$ cat config.mk
export PLATFORM = sky130hd
export DESIGN_NAME = tilt_orientation_detector_core
export DESIGN_NICKNAME = d
export VERILOG_FILES = /design/src/rtl/core/tod_pkg.sv /design/src/rtl/core/tod_axis.sv /design/src/rtl/core/tilt_orientation_detector_core.sv
export SDC_FILE = /design/constraint.sdc
export NUM_CORES = 1
export LEC_CHECK = 0
export ABC_CLOCK_PERIOD_IN_PS = 11500
export BUFFER_PORTS_ARGS = -buffer_cell sky130_fd_sc_hd__buf_2
export CORE_MARGIN = 10
export CORE_UTILIZATION = 60
export CTS_BUF_LIST = sky130_fd_sc_hd__clkbuf_16
export CTS_CLUSTER_SIZE = 25
export DETAILED_ROUTE_END_ITERATION = 10
export PLACE_DENSITY = 0.77
export SYNTH_ARGS = -nofsm -noshare
export SYNTH_HDL_FRONTEND = slang
export SYNTH_SLANG_ARGS = --single-unit
$ cat constraint.sdc
create_clock -name clk_i -period 11.5 [get_ports clk_i]
set_input_delay 1.725 -clock clk_i [delete_from_list [all_inputs] [get_ports clk_i]]
set_output_delay 1.725 -clock clk_i [all_outputs]
set_load 0.01 [all_outputs]
$ cat src/rtl/core/tod_pkg.sv
`default_nettype none

package tod_pkg;

  // Field and register widths
  localparam int unsigned ACCEL_W  = 10;
  localparam int unsigned THR_W    = 9;
  localparam int unsigned NORM_W   = 10;
  localparam int unsigned LIMIT_W  = 4;
  localparam int unsigned CFG_IDX_W  = 2;
  localparam int unsigned CFG_DATA_W = 10;
  localparam int unsigned NUM_AXES = 3;

  // One axis squared reaches 512^2, the sum of three stays below 2^20,
  // and (norm_low+1)^2 reaches 1024^2.
  localparam int unsigned SQ_W    = 19;
  localparam int unsigned SUM_W   = 20;
  localparam int unsigned LO_SQ_W = 21;
  localparam int unsigned HI_SQ_W = 20;

  // Register reset values
  localparam logic [THR_W-1:0]   TILT_THR_RST       = THR_W'(230);
  localparam logic [NORM_W-1:0]  NORM_LOW_RST       = NORM_W'(235);
  localparam logic [NORM_W-1:0]  NORM_HIGH_RST      = NORM_W'(275);
  localparam logic [LIMIT_W-1:0] REPEAT_LIMIT_RST   = LIMIT_W'(3);
  localparam logic [LO_SQ_W-1:0] LO_SQ_RST = LO_SQ_W'((235 + 1) * (235 + 1));
  localparam logic [HI_SQ_W-1:0] HI_SQ_RST = HI_SQ_W'(275 * 275);

  typedef enum logic [CFG_IDX_W-1:0] {
    CFG_TILT_THR       = 2'd0,
    CFG_NORM_LOW       = 2'd1,
    CFG_NORM_HIGH      = 2'd2,
    CFG_REPEAT_LIMIT   = 2'd3
  } cfg_idx_e;

  typedef enum logic [1:0] {
    AXIS_X    = 2'd0,
    AXIS_Y    = 2'd1,
    AXIS_Z    = 2'd2,
    AXIS_NONE = 2'd3
  } axis_e;

  typedef enum logic [1:0] {
    EVT_NONE      = 2'd0,
    EVT_X_UPRIGHT = 2'd1,
    EVT_Y_ALARM   = 2'd2,
    EVT_Z_WARNING = 2'd3
  } event_kind_e;

  // Per-axis result of the first stage
  typedef struct packed {
    logic [SQ_W-1:0] sq;
    logic            over;
  } axis_info_t;

endpackage

`default_nettype wire

$ cat src/rtl/core/tod_axis.sv
`default_nettype none

module tod_axis (
  input  wire logic signed [tod_pkg::ACCEL_W-1:0] accel_i,
  input  wire logic        [tod_pkg::THR_W-1:0]   thr_i,
  output tod_pkg::axis_info_t                      info_o
);

  logic signed [2*tod_pkg::ACCEL_W-1:0] prod;
  logic signed [tod_pkg::ACCEL_W:0]     accel_ext;
  logic signed [tod_pkg::ACCEL_W:0]     thr_pos;
  logic signed [tod_pkg::ACCEL_W:0]     thr_neg;

  // Square the sample; the result is never negative
  assign prod = (2*tod_pkg::ACCEL_W)'(accel_i) * (2*tod_pkg::ACCEL_W)'(accel_i);
  assign info_o.sq = prod[tod_pkg::SQ_W-1:0];

  // Compare magnitude against the threshold on both sides of zero
  assign accel_ext = {accel_i[tod_pkg::ACCEL_W-1], accel_i};
  assign thr_pos   = $signed({2'b00, thr_i});
  assign thr_neg   = -thr_pos;
  assign info_o.over = (accel_ext > thr_pos) || (accel_ext < thr_neg);

endmodule

`default_nettype wire

$ cat src/rtl/core/tilt_orientation_detector_core.sv
// Tilt orientation detector.
// Input channel: in_valid_i with accel_x_i, accel_y_i, accel_z_i (10-bit two's
// complement); a transaction completes when in_valid_i is high and in_stall_o
// is low. Output channel: out_valid_o with event_kind_o; a transaction
// completes when out_valid_o is high and out_stall_i is low. Every input
// sample yields exactly one result (event_kind 0 when nothing fires).
// Configuration: cfg_we_i writes cfg_data_i into register cfg_idx_i
// (0 tilt threshold, 1 norm_low, 2 norm_high, 3 repeat_limit) at the clock
// edge; write only while no sample is in flight.
// Pipeline: three stages (input register, squares register, result register),
// passed in that order. Throughput: one sample per cycle while the receiver
// does not stall.
// Stall: each stage holds its transaction while the next is full, so up to
// three samples are buffered; in_stall_o rises only when all stages are full
// and the receiver stalls.
// Reset (rst_ni low, asynchronous): pipeline empties, registers take their
// reset values, no dominant axis, repeat count zero.
`default_nettype none

module tilt_orientation_detector_core (
  input  wire logic                                   clk_i,
  input  wire logic                                   rst_ni,
  input  wire logic                                   cfg_we_i,
  input  wire logic        [tod_pkg::CFG_IDX_W-1:0]   cfg_idx_i,
  input  wire logic        [tod_pkg::CFG_DATA_W-1:0]  cfg_data_i,
  input  wire logic                                   in_valid_i,
  output      logic                                   in_stall_o,
  input  wire logic signed [tod_pkg::ACCEL_W-1:0]     accel_x_i,
  input  wire logic signed [tod_pkg::ACCEL_W-1:0]     accel_y_i,
  input  wire logic signed [tod_pkg::ACCEL_W-1:0]     accel_z_i,
  output      logic                                   out_valid_o,
  input  wire logic                                   out_stall_i,
  output      logic        [1:0]                      event_kind_o
);

  // Configuration registers
  logic [tod_pkg::THR_W-1:0]   thr_q;
  logic [tod_pkg::NORM_W-1:0]  norm_low_q;
  logic [tod_pkg::NORM_W-1:0]  norm_high_q;
  logic [tod_pkg::LIMIT_W-1:0] limit_q;
  logic [tod_pkg::LO_SQ_W-1:0] lo_sq_q, lo_sq_d;
  logic [tod_pkg::HI_SQ_W-1:0] hi_sq_q, hi_sq_d;
  logic [tod_pkg::NORM_W:0]    norm_low_inc;
  logic [2*tod_pkg::NORM_W+1:0] lo_prod;
  logic [2*tod_pkg::NORM_W-1:0] hi_prod;

  // Pipeline
  logic v0_q, v1_q, out_valid_q;
  logic rdy0, rdy1, rdy2;
  logic signed [tod_pkg::ACCEL_W-1:0] acc_q [tod_pkg::NUM_AXES];
  tod_pkg::axis_info_t info_d [tod_pkg::NUM_AXES];
  tod_pkg::axis_info_t info_q [tod_pkg::NUM_AXES];
  logic [1:0] kind_q;

  // Orientation state
  tod_pkg::axis_e              dom_q, dom_d;
  logic [tod_pkg::LIMIT_W-1:0] cnt_q, cnt_d;
  tod_pkg::event_kind_e        kind_d;
  logic [tod_pkg::SUM_W-1:0]   sum;
  logic                        in_win;

  // Write configuration registers
  always_ff @(posedge clk_i or negedge rst_ni) begin
    if (!rst_ni) begin
      thr_q       <= tod_pkg::TILT_THR_RST;
      norm_low_q  <= tod_pkg::NORM_LOW_RST;
      norm_high_q <= tod_pkg::NORM_HIGH_RST;
      limit_q     <= tod_pkg::REPEAT_LIMIT_RST;
    end else if (cfg_we_i) begin
      unique case (tod_pkg::cfg_idx_e'(cfg_idx_i))
        tod_pkg::CFG_TILT_THR:       thr_q       <= cfg_data_i[tod_pkg::THR_W-1:0];
        tod_pkg::CFG_NORM_LOW:       norm_low_q  <= cfg_data_i[tod_pkg::NORM_W-1:0];
        tod_pkg::CFG_NORM_HIGH:      norm_high_q <= cfg_data_i[tod_pkg::NORM_W-1:0];
        tod_pkg::CFG_REPEAT_LIMIT:   limit_q     <= cfg_data_i[tod_pkg::LIMIT_W-1:0];
        default: ;
      endcase
    end
  end

  // Square the window bounds; the squares are registered in the cycle after the bounds are written
  assign norm_low_inc = {1'b0, norm_low_q} + (tod_pkg::NORM_W+1)'(1);
  assign lo_prod      = (2*tod_pkg::NORM_W+2)'(norm_low_inc)
                      * (2*tod_pkg::NORM_W+2)'(norm_low_inc);
  assign hi_prod      = (2*tod_pkg::NORM_W)'(norm_high_q) * (2*tod_pkg::NORM_W)'(norm_high_q);
  assign lo_sq_d      = lo_prod[tod_pkg::LO_SQ_W-1:0];
  assign hi_sq_d      = hi_prod[tod_pkg::HI_SQ_W-1:0];

  always_ff @(posedge clk_i or negedge rst_ni) begin
    if (!rst_ni) begin
      lo_sq_q <= tod_pkg::LO_SQ_RST;
      hi_sq_q <= tod_pkg::HI_SQ_RST;
    end else begin
      lo_sq_q <= lo_sq_d;
      hi_sq_q <= hi_sq_d;
    end
  end

  // Stage handshake: a stage takes a transaction when empty or draining
  assign rdy2        = !out_valid_q || !out_stall_i;
  assign rdy1        = !v1_q || rdy2;
  assign rdy0        = !v0_q || rdy1;
  assign in_stall_o  = !rdy0;

  always_ff @(posedge clk_i or negedge rst_ni) begin
    if (!rst_ni) begin
      v0_q        <= 1'b0;
      v1_q        <= 1'b0;
      out_valid_q <= 1'b0;
    end else begin
      if (rdy0) v0_q        <= in_valid_i;
      if (rdy1) v1_q        <= v0_q;
      if (rdy2) out_valid_q <= v1_q;
    end
  end

  // Capture the input sample
  always_ff @(posedge clk_i) begin
    if (rdy0 && in_valid_i) begin
      acc_q[0] <= accel_x_i;
      acc_q[1] <= accel_y_i;
      acc_q[2] <= accel_z_i;
    end
  end

  // Square and threshold each axis
  for (genvar g = 0; g < tod_pkg::NUM_AXES; g++) begin : g_axis
    tod_axis u_axis (
      .accel_i (acc_q[g]),
      .thr_i   (thr_q),
      .info_o  (info_d[g])
    );
  end

  always_ff @(posedge clk_i) begin
    if (rdy1 && v0_q) begin
      info_q <= info_d;
    end
  end

  // Window test and dominant-axis update
  assign sum = tod_pkg::SUM_W'(info_q[0].sq) + tod_pkg::SUM_W'(info_q[1].sq)
             + tod_pkg::SUM_W'(info_q[2].sq);
  assign in_win = ({1'b0, sum} >= lo_sq_q) && (sum < hi_sq_q);

  always_comb begin
    dom_d  = dom_q;
    cnt_d  = cnt_q;
    kind_d = tod_pkg::EVT_NONE;
    for (int i = 0; i < tod_pkg::NUM_AXES; i++) begin
      if (in_win && info_q[i].over) begin
        if (dom_d == tod_pkg::axis_e'(2'(i))) begin
          if (cnt_d < limit_q) cnt_d = cnt_d + tod_pkg::LIMIT_W'(1);
        end else begin
          dom_d = tod_pkg::axis_e'(2'(i));
          cnt_d = '0;
        end
      end
    end
    // Fire when the count reaches the limit, then move past it (a limit of 15 wraps to zero)
    if (cnt_d == limit_q) begin
      cnt_d = limit_q + tod_pkg::LIMIT_W'(1);
      case (dom_d)
        tod_pkg::AXIS_X: kind_d = tod_pkg::EVT_X_UPRIGHT;
        tod_pkg::AXIS_Y: kind_d = tod_pkg::EVT_Y_ALARM;
        tod_pkg::AXIS_Z: kind_d = tod_pkg::EVT_Z_WARNING;
        default:         kind_d = tod_pkg::EVT_NONE;
      endcase
    end
  end

  // Advance state as the transaction enters the result register
  always_ff @(posedge clk_i or negedge rst_ni) begin
    if (!rst_ni) begin
      dom_q <= tod_pkg::AXIS_NONE;
      cnt_q <= '0;
    end else if (rdy2 && v1_q) begin
      dom_q <= dom_d;
      cnt_q <= cnt_d;
    end
  end

  always_ff @(posedge clk_i) begin
    if (rdy2 && v1_q) begin
      kind_q <= kind_d;
    end
  end

  assign out_valid_o  = out_valid_q;
  assign event_kind_o = kind_q;

`ifndef ASSERT_OFF
  // An event always names an axis that has been seen
  a_event_has_axis : assert property (@(posedge clk_i) disable iff (!rst_ni)
    out_valid_o && (event_kind_o != tod_pkg::EVT_NONE) |-> dom_q != tod_pkg::AXIS_NONE)
    else $error("event reported with no dominant axis");

  // A full pipeline facing a stalled receiver holds off the sender
  a_full_stalls : assert property (@(posedge clk_i) disable iff (!rst_ni)
    out_valid_o && out_stall_i && v1_q && v0_q |-> in_stall_o)
    else $error("input not stalled with pipeline full");

  // A new result comes only from the squares stage
  a_result_source : assert property (@(posedge clk_i) disable iff (!rst_ni)
    $rose(out_valid_o) |-> $past(v1_q))
    else $error("result appeared without a transaction in flight");
`endif

endmodule

`default_nettype wire
==> key figures, run 1 <==
Timing
  – Measured slew at the worst slew-check pin: 1147 ps
  – Slew headroom: 23.20%
  – Peak Freq: 101.8 MHz
  – Final setup vio count: 0
  – Setup ws final: 1679 ps
  – Fin. Hold Viols: 0
  – Hold Slack: 458.7 ps
  – Slew Limit Fails: 0
  – Setup Skew: 16.51 ps
  – RSZ-0062 raised after global routing: no
  – Tcrit/Tclk final: 85.40%
  – Final setup TNS: 0 ps
  – Min Clock Period, post-route: 9821 ps

Place
  – RD Place Congestion: 0.9015
  – Post-DP HPWL: 45210 µm
  – Place WS: 1785 ps
  – Placed insts: 3064
  – Port-buffer cells: 50

Drt
  – Vias: 17414
  – Starting DRT DRC Count: 1003
  – Antenna-violating nets left: 0
  – Initial DRT Pass Iterations: 5
  – Drc violations: 0
  – Drt wl/cell: 17.59 µm
  – Vias/cell: 5.625
  – WL final: 54470 µm

Clock tree
  – Clock insertion delay at the later pin of the skew report: 490 ps
  – Clock Pin Slew Worst Setup and Hold Paths: 80 ps
  – Num Clock Sinks: 170
  – Post-CTS Setup Inserts: 0
  – CTS tree: yes
  – Hold_buf cts: 0
  – Max Root-Sink Buffers: 2
  – TritonCTS Buffers: 17
  – Root Driver: clkbuf_16
  – Post-CTS Resized: 0
  – Htree depth: 4

Setup path
  – CP Data Arrival Time: 10060 ps
  – CP max FO: 17
  – Critical path's top delay family: compound AO/OA/AOI/OAI gates
  – Most Frequent Cell on Critical Path: o21a_1
  – Slowest CP cell: a2111oi_0
  – Worst setup path class: reg -> reg
  – WP data required: 11740 ps
  – WP buf/inv: 0
  – Crit end category: flip-flop
  – CP Launch Type: flip-flop
  – Slowest stage delay, CP: 650 ps

Cells and area
  – Final Non-Filler Cells: 3096
  – # diodes: 0
  – Final nets: 3313
  – Layout cells sized above 1: 6.981%
  – Fill count: 3314
  – Layout area overhead: 5.718%

Yosys
  – Yosys top cell area share: 28.34%
  – Post-synth ARST share: 47.65%
  – Yosys top cell by area: fa_1
  – Synth cell count leaders: inv_1 (541), ha_1 (360), fa_1 (355), nand2_1 (155), xnor2_1 (119)
  – Synthesized area per cell: 9.979 µm²
  – Register area share after synthesis: 18.92%
  – Register bit total from synthesis: 170
  – Mapped Cells: 2513
  – Top_reg_cell synth: edfxtp_1
  – Post-synth EDFFs: 89
  – Synthesized area: 25080 µm²
  – Synth warn: 0
  – Yosys cell types: 84
  – Most frequent cell after synthesis: inv_1
  – Largest cells by area after synthesis: fa_1 (28%), ha_1 (18%), edfxtp_1 (11%)

Floorplanning
  – Boundary Pins: 51
  – Placement Rows: 74
  – Die width: 224.4 µm
  – Die area: 50370 µm²
  – Core area: 41110 µm²
  – Die Ht: 224.4 µm
  – Starting Density: 61.00%

Min path
  – Min-Delay Path Class: reg -> reg

Outcome
  – Outcome: complete, no violations

GRT
  – Total GRT Usage: 22.98%
  – Global-route wire length before repair: 92640 µm
  – Grt ovf: 0
  – Largest net degree at the start of global routing: 78
  – Antenna violations before repair: 1
  – Vias in the first global route: 19228

Job
  – Max-Cap Viols: 0
kinds of logic after synthesis:
kind of cell,count (synthesis),synth area share (%)
AOI/OAI and AO/OA,336,8.931
xor gates and xnor gates,148,5.169
adders and majority gates,715,46.30
buffers and inverters,587,8.807
DFF,170,18.92
muxes,30,1.332
other,2,0.02995
and+or+nand+nor,525,10.51
worst register-to-register path, delay by kind of cell (launching register included):
family,cells,cell delay [ps]
compound gates,21,5550
xor+xnor,2,330
fa+ha+maj,5,1620
flops,1,410
simple gates,10,1610
layout make-up:
class / count / area (µm²) / share of cell area [%]
Multi-Input combinational cell: 1765 / 18160 / 68.52
Inverter: 544 / 2042 / 7.702
Tap cell: 532 / 665.6 / 2.511
Clock buffer: 17 / 425.4 / 1.605
Clock inverter: 15 / 193.9 / 0.7315
Timing Repair Buffer: 53 / 275.3 / 1.038
Sequential cell: 170 / 4743 / 17.89
state kept, by name (all words and copies together) (netlist names):
register / flops
cnt_q: 4
info_q: 57
out_valid_o: 1
event_kind_o: 2
dom_q: 2
norm_low_q: 10
hi_sq_q: 19
norm_high_q: 10
acc_q: 30
lo_sq_q: 20
limit_q: 4
thr_q: 9
v0_q: 1
v1_q: 1
cells in the final DEF, fill, tap and decap left out, types with 20 or more instances in the layout:
cell type and instances:
o21bai_1 47, nor3_1 21, xnor2_1 119, nor2_1 100, ha_1 360, nand3_1 27
fa_1 355, buf_2 49, nor2b_1 35, inv_1 541, a21oi_1 109, dfrtp_1 46
a21o_1 20, o21ai_0 56, nand2_1 155, dfstp_2 35, nand2b_1 33, o21a_1 21
xor2_1 29, mux2_2 27, and2_1 96, edfxtp_1 89
final timing paths:
| kind | from | slack, ps | endpoint | depth (start not counted) |
|---|---|---|---|---|
| max | info_q[4] | 1680 | event_kind_o[1] | 38 |
| min | norm_high_q[0] | 460 | hi_sq_q[0] | 0 |
| max reg2reg | info_q[4] | 1680 | event_kind_o[1] | 38 |
| min reg2reg | norm_high_q[0] | 460 | hi_sq_q[0] | 0 |
| max in group asynchronous | rst_ni | 9320 | cnt_q[3] | 2 |
| min in group asynchronous | rst_ni | 1020 | norm_low_q[9] | 1 |
metrics by stage:
stage / instance area [µm²] / utilization [%]
2_1_floorplan: 25110 / -
5_1_grt: 26510 / 64.49
3_3_place_gp: 25890 / 62.98
4_1_cts: 26510 / 64.49
3_5_place_dp: 25890 / 62.98
6_report: 26510 / 64.49
layer usage:
| layer | part of all wire, % | vias to the layer above | track usage [%] |
|---|---|---|---|
| met5 | 0 | - | 0 |
| met4 | 2.6 | 0 | 8.269 |
| met3 | 4.8 | 99 | 3.487 |
| met2 | 51 | 419 | 40.24 |
| met1 | 42 | 8769 | 28.37 |
| li1 | - | 8127 | - |
Power of run 1 is left out: the tool's default activity adds up to more than one toggle a clock period on the data nets, which glitch-free logic cannot reach.
==> run 2: changes to the inputs <==
Settings changed: BUFFER_PORTS_ARGS -buffer_cell sky130_fd_sc_hd__buf_2 to not set, DONT_BUFFER_PORTS set to 1, GPL_TIMING_DRIVEN set to 0, PLACE_DENSITY 0.77 to 0.76.
==> run 2 against run 1 <==
- cell area is 0.42% lower
- sequential share of layout area is 0.075 points higher
- critical path type unchanged
- largest cell class unchanged
- via count is 1.0% lower
- global-route usage is 0.077 points lower
- critical path depth stayed put
- highest routed layer unchanged
- flip-flop and latch count stayed put
==> key figures, run 2 (synthesized netlist as in run 1, its figures left out) <==
GRT
  – Global-route wire length before repair: 92220 µm (was 92640 µm)
  – Vias in the first global route: 18765 (was 19228)
  – Largest net degree at the start of global routing: 82 (was 78)
  – Grt ovf: 0 (unchanged)
  – Total GRT Usage: 22.90% (was 22.98%)
  – Antenna violations before repair: 0 (was 1)

Setup path
  – CP Launch Type: flip-flop (unchanged)
  – WP data required: 11740 ps (about the same)
  – Reg2reg setup slack: 1150 ps (was 1680 ps)
  – Critical R2R Capture: event_kind_o[1] (unchanged)
  – CP Data Arrival Time: 10600 ps (was 10060 ps)
  – RR Startpoint: info_q[24] (was info_q[4])
  – Slowest CP cell: a2111oi_0 (unchanged)
  – Crit end category: flip-flop (unchanged)
  – Most Frequent Cell on Critical Path: a21oi_1 (was o21a_1)
  – CP max FO: 8 (was 17)
  – R2R cell count: 38 (unchanged)
  – Worst setup path class: reg -> reg (unchanged)
  – Slowest stage delay, CP: 730 ps (was 650 ps)

Floorplanning
  – Boundary Pins: 51 (unchanged)
  – Die area: 50370 µm² (unchanged)
  – Core area: 41110 µm² (unchanged)
  – Starting Density: 61.00% (unchanged)
  – Die width: 224.4 µm (unchanged)
  – Placement Rows: 74 (unchanged)
  – Die Ht: 224.4 µm (unchanged)

Clock tree
  – Htree depth: 4 (unchanged)
  – Hold_buf cts: 0 (unchanged)
  – Post-CTS Setup Inserts: 0 (unchanged)
  – Max Root-Sink Buffers: 2 (unchanged)
  – TritonCTS Buffers: 17 (unchanged)
  – Root Driver: clkbuf_16 (unchanged)
  – Clock Pin Slew Worst Setup and Hold Paths: 70 ps (was 80 ps)
  – Clock insertion delay at the later pin of the skew report: 490 ps (about the same)
  – CTS tree: yes (unchanged)
  – Num Clock Sinks: 170 (unchanged)
  – Post-CTS Resized: 0 (unchanged)

Cells and area
  – Layout area overhead: 5.274% (was 5.718%)
  – # diodes: 0 (unchanged)
  – Max reg flops: 57 (unchanged)
  – Final Non-Filler Cells: 3087 (was 3096)
  – Commonest non-fill, non-tap cell in the layout: inv_1 (unchanged)
  – Largest regs: info_q x57, acc_q x30, lo_sq_q x20 (unchanged)
  – Most frequent cells in the layout: inv_1 (541), ha_1 (360), fa_1 (355) (unchanged)
  – Layout cells sized above 1: 5.010% (was 6.981%)
  – Most flops, register: info_q (unchanged)
  – Final nets: 3304 (was 3313)

Min path
  – Min-Delay Path Class: reg -> reg (unchanged)
  – Hold path depth: 0 (unchanged)
  – Hold Crit Start: norm_high_q[0] (unchanged)
  – Hold EP: hi_sq_q[0] (unchanged)

Timing
  – Peak Freq: 96.60 MHz (was 101.8 MHz)
  – RSZ-0062 raised after global routing: no (unchanged)
  – Setup Skew: 16.36 ps (was 16.51 ps)
  – Measured slew at the worst slew-check pin: 1344 ps (was 1147 ps)
  – Final setup vio count: 0 (unchanged)
  – Slew headroom: 10.19% (was 23.20%)
  – Slew Limit Fails: 0 (unchanged)
  – Fin. Hold Viols: 0 (unchanged)
  – Min Clock Period, post-route: 10350 ps (was 9821 ps)
  – Final setup TNS: 0 ps (unchanged)
  – Hold Slack: 403.2 ps (was 458.7 ps)
  – Setup ws final: 1148 ps (was 1679 ps)
  – Tcrit/Tclk final: 90.01% (was 85.40%)

Place
  – Port-buffer cells: 0 (was 50)
  – Placed insts: 3055 (was 3064)
  – RD Place Congestion: 0.9093 (was 0.9015)
  – Place WS: 1368 ps (was 1785 ps)
  – Post-DP HPWL: 45190 µm (was 45210 µm)

Drt
  – WL final: 53860 µm (was 54470 µm)
  – Drt wl/cell: 17.45 µm (was 17.59 µm)
  – Vias/cell: 5.583 (was 5.625)
  – Vias: 17234 (was 17414)
  – Antenna-violating nets left: 0 (unchanged)
  – Starting DRT DRC Count: 1068 (was 1003)
  – Drc violations: 0 (unchanged)
  – Initial DRT Pass Iterations: 5 (unchanged)

Outcome
  – Outcome: complete, no violations (unchanged)

Job
  – Max-Cap Viols: 0 (unchanged)
-- run 2: cell count changes in the layout (fill, tap and decap cells not counted), sizes merged --
cell / delta
buf: -50
clkbuf: +42
clkinv: -3
bufinv: +1
clkinvlp: +1
-- run 2: worst max-delay path by stage --
stage                     slack [ps]       start               to  cells after the start
after floorplan                 2700   info_q[5]  event_kind_o[1]                     37
after global placement          1490  info_q[25]  event_kind_o[1]                     37
after detailed placement        1370  info_q[25]  event_kind_o[1]                     37
after CTS                       1340  info_q[25]  event_kind_o[1]                     37
after global routing             530  info_q[24]  event_kind_o[0]                     37
final                           1150  info_q[24]  event_kind_o[1]                     38
-- run 2: metal layers --
layer / share of wire, % / track usage [%] / vias up / wire length (µm)
met4: 2.4 / 6.887 / 0 / 1310
li1: - / - / 8124 / -
met5: 0 / 0 / - / 0
met1: 42 / 29.13 / 8666 / 22850
met3: 5.3 / 3.774 / 66 / 2881
met2: 50 / 39.48 / 378 / 26810
-- run 2: metrics by stage --
step | util, % | instance area [µm²]
after global placement | 62.70 | 25780
final | 64.22 | 26400
after floorplan | - | 25110
after global routing | 64.22 | 26400
after detailed placement | 62.76 | 25800
after CTS | 64.22 | 26400
-- run 2: area by class of cell --
cell class,instances,area (µm²)
well taps,532,665.6
clock buffers,18,450.4
clock inverters,14,150.1
repair buffers,1,20.02
plain buffers,43,166.4
multi-input cells,1765,18160
inverters,544,2042
fillers,3309,14710
flip-flops and latches,170,4743
-- run 2: worst max-delay path: cells and delay by family, from the launching register on --
kind                       cells  cell delay [ps]
AOI/OAI and AO/OA             23             5980
adders and majority gates      5             1550
and+or+nand+nor                8             1510
xor gates and xnor gates       2              610
DFF                            1              440
Power of run 2 is left out for the same reason.
